===== src/design/top_k_score_selector_top_defines.svh =====
// Assertion macros for the top-k score selector.
// Depends on nothing; taken in by the files that carry assertions.
`ifndef TOP_K_SCORE_SELECTOR_TOP_DEFINES_SVH
`define TOP_K_SCORE_SELECTOR_TOP_DEFINES_SVH

// Same-cycle implication, checked out of reset.
`define TKSEL_ASSERT_NOW(label, clk, rst, ante, cons, msg) \
  label: assert property (@(posedge clk) disable iff (rst) (ante) |-> (cons)) \
    else $error(msg);

// Next-cycle implication, checked out of reset.
`define TKSEL_ASSERT_NEXT(label, clk, rst, ante, cons, msg) \
  label: assert property (@(posedge clk) disable iff (rst) (ante) |=> (cons)) \
    else $error(msg);

`endif


===== src/design/tksel_pkg.sv =====
// Shared types, codes and the entry ordering of the top-k score selector.
// Depends on nothing.
package tksel_pkg;

  localparam int SCORE_W = 32;
  localparam int ID_W    = 15;
  localparam int RANK_W  = 6;
  localparam int KEEP_W  = 6;

  localparam logic MODE_INSERT = 1'b0;
  localparam logic MODE_DRAIN  = 1'b1;

  typedef struct packed {
    logic               mode;
    logic [SCORE_W-1:0] score;
    logic [ID_W-1:0]    item_id;
  } cmd_t;

  typedef struct packed {
    logic [SCORE_W-1:0] out_score;
    logic [ID_W-1:0]    out_id;
    logic [RANK_W-1:0]  rank;
    logic               last;
  } result_t;

  typedef struct packed {
    logic [SCORE_W-1:0] score;
    logic [ID_W-1:0]    id;
  } entry_t;

  // a ranks strictly worse than b: lower score, or equal score and larger id
  function automatic logic is_worse(entry_t a, entry_t b);
    if (a.score == b.score) begin
      return a.id > b.id;
    end
    return a.score < b.score;
  endfunction

endpackage


===== src/design/tksel_heap_ram.sv =====
// Heap storage: one write port, two registered read ports.
// Depends on tksel_pkg for the entry type.
module tksel_heap_ram #(
  parameter int DEPTH = 64,
  parameter int AW    = 6
) (
  input  logic             clk,
  input  logic             we,
  input  logic [AW-1:0]    waddr,
  input  tksel_pkg::entry_t wdata,
  input  logic [AW-1:0]    raddr0,
  input  logic [AW-1:0]    raddr1,
  output tksel_pkg::entry_t rdata0,
  output tksel_pkg::entry_t rdata1
);
  import tksel_pkg::*;

  entry_t mem [DEPTH];

  always_ff @(posedge clk) begin
    if (we) begin
      mem[waddr] <= wdata;
    end
    rdata0 <= mem[raddr0];
    rdata1 <= mem[raddr1];
  end

endmodule


===== config.mk =====
export PLATFORM = sky130hd
export DESIGN_NAME = tksel_heap_ram
export DESIGN_NICKNAME = d
export VERILOG_FILES = /design/src/design/top_k_score_selector_top_defines.svh /design/src/design/tksel_pkg.sv /design/src/design/tksel_heap_ram.sv
export SDC_FILE = /design/constraint.sdc
export NUM_CORES = 2
export LEC_CHECK = 0
export BUFFER_PORTS_ARGS = -buffer_cell sky130_fd_sc_hd__buf_2
export CORE_MARGIN = 2
export CORE_UTILIZATION = 45
export DETAILED_ROUTE_END_ITERATION = 6
export GPL_TIMING_DRIVEN = 0
export PLACE_DENSITY = 0.59
export REMOVE_ABC_BUFFERS = 1
export SLEW_MARGIN = 20
export SYNTH_ARGS = -nofsm -noshare
export SYNTH_HDL_FRONTEND = slang
export SYNTH_SLANG_ARGS = --single-unit

===== constraint.sdc =====
create_clock -name clk -period 4.9 [get_ports clk]
set_input_delay 0.49 -clock clk [delete_from_list [all_inputs] [get_ports clk]]
set_output_delay 0.49 -clock clk [all_outputs]
set_load 0.02 [all_outputs]

==> run metrics <==
status finished, violations left; violated checks design-rule violations; Pleak 50.85 nW; drt pass-1 iters 7; # rows 203; crit path kind in -> reg; initial antenna violation count 21; CTS tree done; synthesized area 138400 sq um; setup violators final 0; Max-Cap Viols 0; Clock Path Buffers 4; Tot Pwr 0.06050 W; Hold Path Class in -> reg; Routed WL 480.7 mm; share of layout cells above drive strength 1 0.3689; Initial Util 0.4526; hpwl dp 317.3 mm; crit share post-route 0.8789; final hold vios 0; Max Clock Freq 232.2 MHz; GP Congestion 0.7732; Power per Cell Area 371.3 nW/um^2; Seq/Total Area, Yosys 0.6662; largest net degree at the start of global routing 77; P&R area growth vs syn 17.73%; WP data required 5610 ps; total global routing track utilization 0.3072; Yosys reg bits 3102; Min Hold Slack 65.70 ps; H-tree depth 5; mean area per synthesized cell 20.97 sq um; clk root buf clkbuf_16; Crit Reg-Reg Endpoint rdata0[25]$_DFF_P_; Buf/Inv on CP 7; hold buffer count at CTS 0; Placement Cell Area 151700 sq um; GRT Residual Overflow 0; EDFF count, synth 3008; maximum vdd drop 0.0003094 V; crit-path max cell delay 920 ps; IO Pins 161; startpoint types input pin; cts bufs inserted 339; Synth Flop Type edfxtp_1; CP most frequent cell buf_16; critical path peak fanout 68; CP delay by family, top buffers and inverters; Die ar. 312000 sq um; routed vias/inst 7.122; min-delay src waddr[2]; commonest non-fill, non-tap cell in the layout edfxtp_1; Hold Path End mem[48][40]$_DFFE_PP_; r2r worst-path depth 4; postcts setup bufs 0; via count 80890; RSZ-0062 raised after global routing no; first-pass GRT wire length 658.2 mm; CP Data Arrival Time 5020 ps; Worst Setup End Kind flip-flop; FF-to-FF setup slack 2640 ps; Clock transition at path regs 60 ps; synth unique cells 45; layout net count 7038; clock skew 47.02 ps; wire per inst 42.32 microns; core area 305800 sq um; post-route design area 162900 sq um; post-cts sizing count 0; min cycle time layout 4306 ps; DR DRC count 1; Slew Viols, Final 0; asr flop ratio synth 0; DRT iter0 DRCs 12830; r2r startpoint mem[32][25]$_DFFE_PP_; IO Port Bufs 160; clock sink count 3102; Synth Instances 6601; Tightest Pin Transition 1209 ps; vias in the first global route 80830; WHS Path Cells 2; critical-path cell with the highest stage delay a221oi_1; most frequent cells in the layout edfxtp_1 (3008), mux4_2 (1467), clkbuf_16 (345); die height 558.6 microns; Slew HR 0.1941; antenna-violating nets left 0; DIE WIDTH 558.6 microns; Filler Cells Inserted 23230; crit path cell chain buf_8 > buf_16 > buf_16 > buf_16 > buf_16 > buf_16 > nand2b_4 > buf_12 > o22ai_1 > nor2_1 > a32oi_1 > a221oi_1; worst-skew pair later-pin latency 940 ps; Syn. warnings 0
cell families (layout without fill, tap and decap cells):
family | Yosys count | count (layout) | synth area share
mux | 1642 | 1642 | 0.2515
other cells | 0 | 17 | 0
flops | 3102 | 3102 | 0.6662
simple gates | 393 | 393 | 0.01323
buf+inv | 551 | 1191 | 0.01898
compound gates | 913 | 913 | 0.05005
layout make-up:
class	instances	area, sq um	share of cell area
Multi-Input combinational cell	2948	44330	0.2721
Timing Repair Buffer	579	10110	0.06204
Inverter	1	8.758	0.00005375
Clock inverter	198	2092	0.01284
Antenna cell	17	42.54	0.0002611
Sequential cell	3102	92210	0.5659
Clock buffer	413	9019	0.05535
Tap cell	4100	5130	0.03148
registers in the layout (all words and copies together) (netlist names):
register	count
mem	3008
rdata1	47
rdata0	47
cell usage after synthesis (all sizes together) (9+ instances only):
master,instances,area (sq um)
edfxtp,3008,90330
mux2,18,202.7
a221oi,178,1559
nand2,71,266.5
o21ai,22,110.1
dfxtp,94,1882
mux4,1467,33040
nand2b,19,118.9
a22o,144,1261
nor2b,31,193.9
nor2,152,570.6
buf,270,1573
a311oi,13,113.9
nand3,59,295.3
a211o,9,78.83
a21oi,89,445.4
clkbuf,280,1051
a32oi,22,192.7
o221ai,57,499.2
o22a,26,227.7
a31oi,15,93.84
a22oi,117,878.3
a211oi,26,195.2
mux2i,157,1572
o22ai,176,1101
nor3,22,110.1
worst register-to-register path, cell delays in order (launching register included):
cell and delay [ps]:
edfxtp_1 410, mux4_2 490, a22o_1 200, a221oi_1 510, a221oi_1 400
where the power goes:
group | internal, W | leakage, nW | total (W) | switching [W]
registers | 0.0294 | 27.9 | 0.0295 | 0.000102
clock network | 0.0151 | 5.40 | 0.0260 | 0.0109
logic | 0.00198 | 17.6 | 0.00502 | 0.00303
per-layer routing:
layer  track usage  wire, microns  share of wire
met4        0.1361          23580          0.049
met2        0.4747         224700           0.47
met5             0             52        0.00011
met3       0.06635          53560           0.11
met1        0.4219         178800           0.37
stage by stage:
step                setup TNS [ps]  utilization  setup slack [ps]  cells
finish                           0       0.5328             593.6  11360
floorplan                        0            -             347.4   6051
global route                     0       0.5327             284.5  11340
CTS                              0       0.5325             510.0  11340
global placement                 -       0.4634            -29320  10310
detailed placement           -3765       0.4962            -464.5  10730
worst max-delay path by stage:
stage,depth (start not counted),startpoint,end,slack (ps)
after detailed placement,12,raddr0[0],rdata0[19]$_DFF_P_,-460
after floorplan,3,we,mem[48][0]$_DFFE_PP_,350
after CTS,12,raddr0[0],rdata0[19]$_DFF_P_,510
after global placement,5,raddr1[2],rdata1[4]$_DFF_P_,-29320
after global routing,12,raddr0[0],rdata0[38]$_DFF_P_,280
final,12,raddr0[1],rdata0[31]$_DFF_P_,590
No activity file was read; power rests on OpenSTA's default activity.
