File: src/design/top_k_score_selector_top_defines.svh
// Assertion macros for the top-k score selector.
// Depends on nothing; taken in by the files that carry assertions.
`ifndef TOP_K_SCORE_SELECTOR_TOP_DEFINES_SVH
`define TOP_K_SCORE_SELECTOR_TOP_DEFINES_SVH

// Same-cycle implication, checked out of reset.
`define TKSEL_ASSERT_NOW(label, clk, rst, ante, cons, msg) \
  label: assert property (@(posedge clk) disable iff (rst) (ante) |-> (cons)) \
    else $error(msg);

// Next-cycle implication, checked out of reset.
`define TKSEL_ASSERT_NEXT(label, clk, rst, ante, cons, msg) \
  label: assert property (@(posedge clk) disable iff (rst) (ante) |=> (cons)) \
    else $error(msg);

`endif

File: src/design/tksel_pkg.sv
// Shared types, codes and the entry ordering of the top-k score selector.
// Depends on nothing.
package tksel_pkg;

  localparam int SCORE_W = 32;
  localparam int ID_W    = 15;
  localparam int RANK_W  = 6;
  localparam int KEEP_W  = 6;

  localparam logic MODE_INSERT = 1'b0;
  localparam logic MODE_DRAIN  = 1'b1;

  typedef struct packed {
    logic               mode;
    logic [SCORE_W-1:0] score;
    logic [ID_W-1:0]    item_id;
  } cmd_t;

  typedef struct packed {
    logic [SCORE_W-1:0] out_score;
    logic [ID_W-1:0]    out_id;
    logic [RANK_W-1:0]  rank;
    logic               last;
  } result_t;

  typedef struct packed {
    logic [SCORE_W-1:0] score;
    logic [ID_W-1:0]    id;
  } entry_t;

  // a ranks strictly worse than b: lower score, or equal score and larger id
  function automatic logic is_worse(entry_t a, entry_t b);
    if (a.score == b.score) begin
      return a.id > b.id;
    end
    return a.score < b.score;
  endfunction

endpackage

File: src/design/tksel_ctrl.sv
// Sequencer for heap insert, removal and drain over the heap RAM.
// Depends on tksel_pkg; drives the ports of tksel_heap_ram.
module tksel_ctrl #(
  parameter int MAX_KEEP = 63
) (
  input  logic                     clk,
  input  logic                     rst,
  input  logic                     start,
  input  tksel_pkg::cmd_t          cmd,
  input  logic [$clog2(MAX_KEEP+2)-1:0] eff_keep,
  output logic                     busy,
  output logic                     result_valid,
  output tksel_pkg::result_t       result,
  output logic [$clog2(MAX_KEEP+2)-1:0] entry_count,
  output logic                     mem_we,
  output logic [$clog2(MAX_KEEP+1)-1:0] mem_waddr,
  output tksel_pkg::entry_t        mem_wdata,
  output logic [$clog2(MAX_KEEP+1)-1:0] mem_raddr0,
  output logic [$clog2(MAX_KEEP+1)-1:0] mem_raddr1,
  input  tksel_pkg::entry_t        mem_rdata0,
  input  tksel_pkg::entry_t        mem_rdata1
);
  import tksel_pkg::*;

  localparam int AW  = $clog2(MAX_KEEP + 1);
  localparam int CW  = $clog2(MAX_KEEP + 2);
  localparam int CHW = CW + 1;

  typedef enum logic [2:0] {
    S_IDLE, S_UP, S_PUT, S_CHECK, S_POP0, S_POP1, S_DOWN
  } state_t;

  state_t          state;
  logic [CW-1:0]   count;
  logic [AW-1:0]   pos;
  logic [CHW-1:0]  child;
  entry_t          key;
  logic            draining;
  logic            popping;

  entry_t          new_entry;
  logic [AW-1:0]   par_cnt;
  logic [AW-1:0]   par_pos;
  logic [AW-1:0]   par_up;
  logic            up_move;
  logic            has_right;
  logic            pick_right;
  logic [CHW-1:0]  sel;
  entry_t          cval;
  logic            down_move;
  logic [CHW-1:0]  nchild;
  logic            nchild_in;

  assign new_entry   = '{score: cmd.score, id: cmd.item_id};
  assign par_cnt     = AW'((count - 1'b1) >> 1);
  assign par_pos     = (pos - 1'b1) >> 1;
  assign par_up      = (par_pos - 1'b1) >> 1;
  assign up_move     = !is_worse(mem_rdata0, key);
  assign has_right   = (child + 1'b1) < CHW'(count);
  assign pick_right  = has_right && !is_worse(mem_rdata0, mem_rdata1);
  assign sel         = pick_right ? child + 1'b1 : child;
  assign cval        = pick_right ? mem_rdata1 : mem_rdata0;
  assign down_move   = !is_worse(key, cval);
  assign nchild      = {sel[CHW-2:0], 1'b1};
  assign nchild_in   = nchild < CHW'(count);

  assign busy        = (state != S_IDLE);
  assign entry_count = count;

  // memory port control
  always_comb begin
    mem_we     = 1'b0;
    mem_waddr  = pos;
    mem_wdata  = key;
    mem_raddr0 = '0;
    mem_raddr1 = '0;
    case (state)
      S_IDLE: begin
        if (start && cmd.mode == MODE_INSERT) begin
          if (count == '0) begin
            mem_we    = 1'b1;
            mem_waddr = '0;
            mem_wdata = new_entry;
          end else begin
            mem_raddr0 = par_cnt;
          end
        end
      end
      S_UP: begin
        mem_we = 1'b1;
        if (up_move) begin
          mem_wdata  = mem_rdata0;
          mem_raddr0 = par_up;
        end
      end
      S_PUT: begin
        mem_we = 1'b1;
      end
      S_POP0: begin
        mem_raddr0 = '0;
        mem_raddr1 = AW'(count - 1'b1);
      end
      S_POP1: begin
        mem_raddr0 = AW'(1);
        mem_raddr1 = AW'(2);
      end
      S_DOWN: begin
        mem_we = 1'b1;
        if (down_move) begin
          mem_wdata  = cval;
          mem_raddr0 = AW'(nchild);
          mem_raddr1 = AW'(nchild + 1'b1);
        end
      end
      default: begin
        mem_we = 1'b0;
      end
    endcase
  end

  always_ff @(posedge clk) begin
    if (rst) begin
      state        <= S_IDLE;
      count        <= '0;
      draining     <= 1'b0;
      popping      <= 1'b0;
      result_valid <= 1'b0;
    end else begin
      result_valid <= 1'b0;
      case (state)
        S_IDLE: begin
          popping <= 1'b0;
          if (start) begin
            if (cmd.mode == MODE_INSERT) begin
              key      <= new_entry;
              count    <= count + 1'b1;
              draining <= 1'b0;
              pos      <= AW'(count);
              state    <= (count == '0) ? S_CHECK : S_UP;
            end else if (count != '0) begin
              draining <= 1'b1;
              state    <= S_POP0;
            end
          end
        end
        S_UP: begin
          if (up_move) begin
            pos   <= par_pos;
            state <= (par_pos == '0) ? S_PUT : S_UP;
          end else begin
            state <= S_CHECK;
          end
        end
        S_PUT: begin
          state <= S_CHECK;
        end
        S_CHECK: begin
          if (popping) begin
            state <= (draining && count != '0) ? S_POP0 : S_IDLE;
          end else if (count > eff_keep) begin
            state <= S_POP0;
          end else begin
            state <= S_IDLE;
          end
        end
        S_POP0: begin
          popping <= 1'b1;
          count   <= count - 1'b1;
          state   <= S_POP1;
        end
        S_POP1: begin
          key   <= mem_rdata1;
          pos   <= '0;
          child <= CHW'(1);
          if (draining) begin
            result_valid     <= 1'b1;
            result.out_score <= mem_rdata0.score;
            result.out_id    <= mem_rdata0.id;
            result.rank      <= RANK_W'(count + 1'b1);
            result.last      <= (count == '0);
          end
          state <= (count > CW'(1)) ? S_DOWN : S_PUT;
        end
        S_DOWN: begin
          if (down_move) begin
            pos   <= AW'(sel);
            child <= nchild;
            state <= nchild_in ? S_DOWN : S_PUT;
          end else begin
            state <= S_CHECK;
          end
        end
        default: begin
          state <= S_IDLE;
        end
      endcase
    end
  end

endmodule

File: config.mk
export PLATFORM = sky130hd
export DESIGN_NAME = tksel_ctrl
export DESIGN_NICKNAME = d
export VERILOG_FILES = /design/src/design/top_k_score_selector_top_defines.svh /design/src/design/tksel_pkg.sv /design/src/design/tksel_ctrl.sv
export SDC_FILE = /design/constraint.sdc
export NUM_CORES = 1
export LEC_CHECK = 0
export ABC_AREA = 1
export BUFFER_PORTS_ARGS = -buffer_cell sky130_fd_sc_hd__clkbuf_2
export CAP_MARGIN = 5
export CORE_MARGIN = 2
export CORE_UTILIZATION = 45
export CTS_BUF_LIST = sky130_fd_sc_hd__clkbuf_8
export DETAILED_ROUTE_END_ITERATION = 16
export PLACE_DENSITY = 0.71
export RECOVER_POWER = 100
export SLEW_MARGIN = 10
export SYNTH_ARGS = -nofsm -noshare
export SYNTH_HDL_FRONTEND = slang
export SYNTH_SLANG_ARGS = --single-unit
export TNS_END_PERCENT = 50
File: constraint.sdc
create_clock -name clk -period 12.4 [get_ports clk]
set_input_delay 0.62 -clock clk [delete_from_list [all_inputs] [get_ports clk]]
set_output_delay 0.62 -clock clk [all_outputs]
set_load 0.1 [all_outputs]
==> flow_summary.rst <==
.. list-table::
   :header-rows: 1

   * - Metric
     - Value
   * - Run status
     - complete, but fails checks
   * - Violations in the final reports
     - capacitance limit, slew limit
   * - Number of warnings printed during yosys synthesis
     - 0
   * - Share of post-route cells with drive strength above 1
     - 9.59%
   * - Detailed-placement wirelength estimate
     - 32.7 mm
   * - CP Max Fanout
     - 25
   * - Total routing usage reported by global routing
     - 30.0%
   * - Final Net Count
     - 2297
   * - Slowest cell on the critical path
     - sky130_fd_sc_hd__inv_1
   * - Data required time at the worst endpoint
     - 11.78 ns
   * - Largest net degree at the start of global routing
     - 71
   * - Sequential element share of the synthesized area
     - 29.1%
   * - Std-Cell Rows
     - 61
   * - Number of pins exceeding their max-slew limit in the final report
     - about 210
   * - Area growth syn-to-layout
     - 13.6%
   * - Util after Layout
     - 51.8%
   * - # placed instances
     - 2338
   * - Initial Util
     - 45.6%
   * - Number of input and output port buffers inserted
     - 280
   * - CTS Root Cell
     - sky130_fd_sc_hd__clkbuf_8
   * - Clock buffers created by TritonCTS
     - 17
   * - Die span in y
     - 172 um
   * - Hold WS
     - around 0.38 ns
   * - Post-cts resize count
     - 0
   * - Clock tree sinks
     - 127
   * - Setup repair after global routing missed its margin
     - no
   * - CORE AREA
     - between 0.02 and 0.03 mm^2
   * - Count of routing violations after the opening detailed-route iteration
     - 1302
   * - Wire length of the first global-routing pass
     - 67.8 mm
   * - Worst skew pair latency
     - 0.49 ns
   * - Final-report hold violation count
     - 0
   * - Crit path arrival time
     - 8.41 ns
   * - Crit Path Class
     - reg -> out
   * - Netlist area before placement
     - 0.0126 mm^2
   * - Clock-pin slew on the worst setup and hold paths
     - 0.09 ns
   * - Initial DRT Pass Iterations
     - 8
   * - CP Cell Sequence
     - ha_1, nand3_1, xor2_1, inv_1, ha_1, a21oi_1, o2111ai_1, nor2_1, nand3_1, inv_1, o21ai_0, ha_1, nand2_1, nor4_1, nand3_1, nand2_1, nor2_1, nand2_1, nand2_1, nor2_1, inv_1, or2_1, nand4_1, clkbuf_1
   * - Final-layout setup total negative slack
     - 0 ns
   * - TritonCTS clock tree
     - yes
   * - Highest achievable clock rate
     - 111 MHz
   * - Final Routed Wirelength
     - ~45 mm
   * - Clock Skews
     - 0.0166 ns
   * - Total number of vias
     - roughly 13000
   * - Post-layout instance count excluding filler cells
     - 2373
   * - Headroom to the max-slew limit
     - -128%
   * - Final Cycle Share
     - 72.8%
   * - DRC viols
     - 0
   * - Sort of element at the start of the critical path
     - flop
   * - Post-synth EDFFs
     - approximately 110
   * - Buffer depth of the longest clock path
     - 2
   * - Number of cells traversed by the worst hold path
     - 2
   * - Die Width
     - 172 um
   * - Count of buffers added by post-CTS timing repair for setup
     - 0
   * - Vias per std cell
     - ~5.7
   * - Initial antenna violation count
     - 4
   * - Max-cap violations
     - 5
   * - Async S/R FF share, synth
     - 0%
   * - Worst hold-check path type
     - in -> reg
   * - Number of H-tree levels
     - 4
   * - Gpl congestion
     - 0.975
   * - Worst Tran Pin Value
     - 3.42 ns
   * - Syn nets
     - between 2000 and 2500
   * - Most common cell on crit path
     - sky130_fd_sc_hd__nand2_1
   * - Overflow left after global routing
     - 0
   * - Distinct cell type count of the synthesized netlist
     - 49
   * - Vias in the first global route
     - 12600
   * - Routed Antenna Nets
     - 0
   * - Critical path's largest stage delay
     - around 1.1 ns
   * - Number of hold buffers added after CTS
     - 0
   * - I/O pin cnt
     - 281
   * - DIE AREA
     - about 0.03 mm^2
   * - Wirelength per Cell
     - ~19 um
   * - Post-Synthesis Cells
     - ~1700
   * - Most used flip-flop cell after synthesis
     - sky130_fd_sc_hd__edfxtp_1
   * - Number of cells traversed by the worst register-to-register path
     - 22
   * - Crit end category
     - primary output
   * - Synthesis-stage register bit count
     - 127
   * - Final number of setup-violating endpoints
     - 0
   * - Min Clock Period, post-route
     - 9.03 ns
   * - Average cell area after synthesis
     - 7.25 um^2
-- critical path: cells and delay by family (launching register included) --
kind	cells	cell delay [ns]
and+or+nand+nor	13	3.30
buffers and inverters	4	2.54
adders and majority gates	3	0.93
AOI/OAI and AO/OA	3	0.53
DFF	1	0.45
xor gates and xnor gates	1	0.14
-- sequential cells by signal, summed over array words and instances (netlist names) --
register      count
state             3
result           54
draining          1
key              47
entry_count       7
child             7
pos               6
result_valid      1
popping           1
-- layout by cell type (no fill, tap or decap), types with 64 or more instances in the layout --
cell type                    n
sky130_fd_sc_hd__edfxtp_1  114
sky130_fd_sc_hd__clkbuf_1  180
sky130_fd_sc_hd__ha_1      166
sky130_fd_sc_hd__inv_1     246
sky130_fd_sc_hd__nand2_1   438
sky130_fd_sc_hd__a21oi_1   116
sky130_fd_sc_hd__nand4_1    64
sky130_fd_sc_hd__o21ai_0   145
sky130_fd_sc_hd__nand3_1   103
sky130_fd_sc_hd__nor2_1     78
sky130_fd_sc_hd__clkbuf_2  105
-- Yosys cell counts (all sizes together) (4+ instances only) --
library cell  number  share of area (%)
a21oi            117                4.6
a31oi              8               0.40
nand3            103                4.1
o221ai             5               0.35
inv              250                7.4
or2               11               0.54
nand2            440                 13
a211oi             4               0.24
ha               166                 16
edfxtp           114                 27
dfxtp             13                2.1
nor4               5               0.30
a21o               4               0.24
nor2              83                2.7
o211ai            45                2.7
o21ai            191                8.6
nor3              11               0.48
nand4             64                3.2
buf               40                2.2
clkbuf            34                1.0
xor2              15                1.0
-- area by class of cell --
type	instances	area, um^2
inverters	252	946
fillers	2837	13400
diodes	3	7.51
clock buffers	19	262
clock inverters	13	138
multi-input cells	1289	7590
repair buffers	292	1250
flip-flops and latches	127	3680
well taps	378	473
-- cells by family after synthesis --
kind of cell    after synthesis  share of synthesized area [%]
simple gates                720                           24.6
compound gates              386                           17.9
buf+inv                     326                           10.7
fa+ha+maj                   166                           16.4
flops                       127                           29.1
xor+xnor                     17                           1.18
-- routing by layer --
| metal | up-vias | global-route usage (%) | wire (um) |
|---|---|---|---|
| met5 | - | 0 | 13 |
| met4 | 2 | 12.8 | 1710 |
| met3 | 132 | 6.42 | 4210 |
| met2 | 739 | 48.5 | 20100 |
| met1 | 6115 | 38.7 | 18600 |
| li1 | 6442 | - | - |
-- final timing paths --
check | startpoint | end | slack, ns
worst max register to register | child[1]$_SDFFCE_PN0P_ | child[7]$_SDFFCE_PN0P_ | 4.81
worst min-delay path | rst | popping$_SDFFE_PP0P_ | 0.38
worst max-delay path | child[1]$_SDFFCE_PN0P_ | mem_wdata[35] | 3.37
worst min register to register | popping$_SDFFE_PP0P_ | popping$_SDFFE_PP0P_ | 0.50
-- per-stage QoR --
step	area, um^2	setup slack, ns
finish	14400	3.37
global route	14300	3.07
CTS	14600	5.13
detailed placement	14200	5.51
global placement	14200	5.64
floorplan	12600	5.83
Power is left out: the tool's default activity adds up to more than one toggle a clock period on the data nets, which glitch-free logic cannot reach.
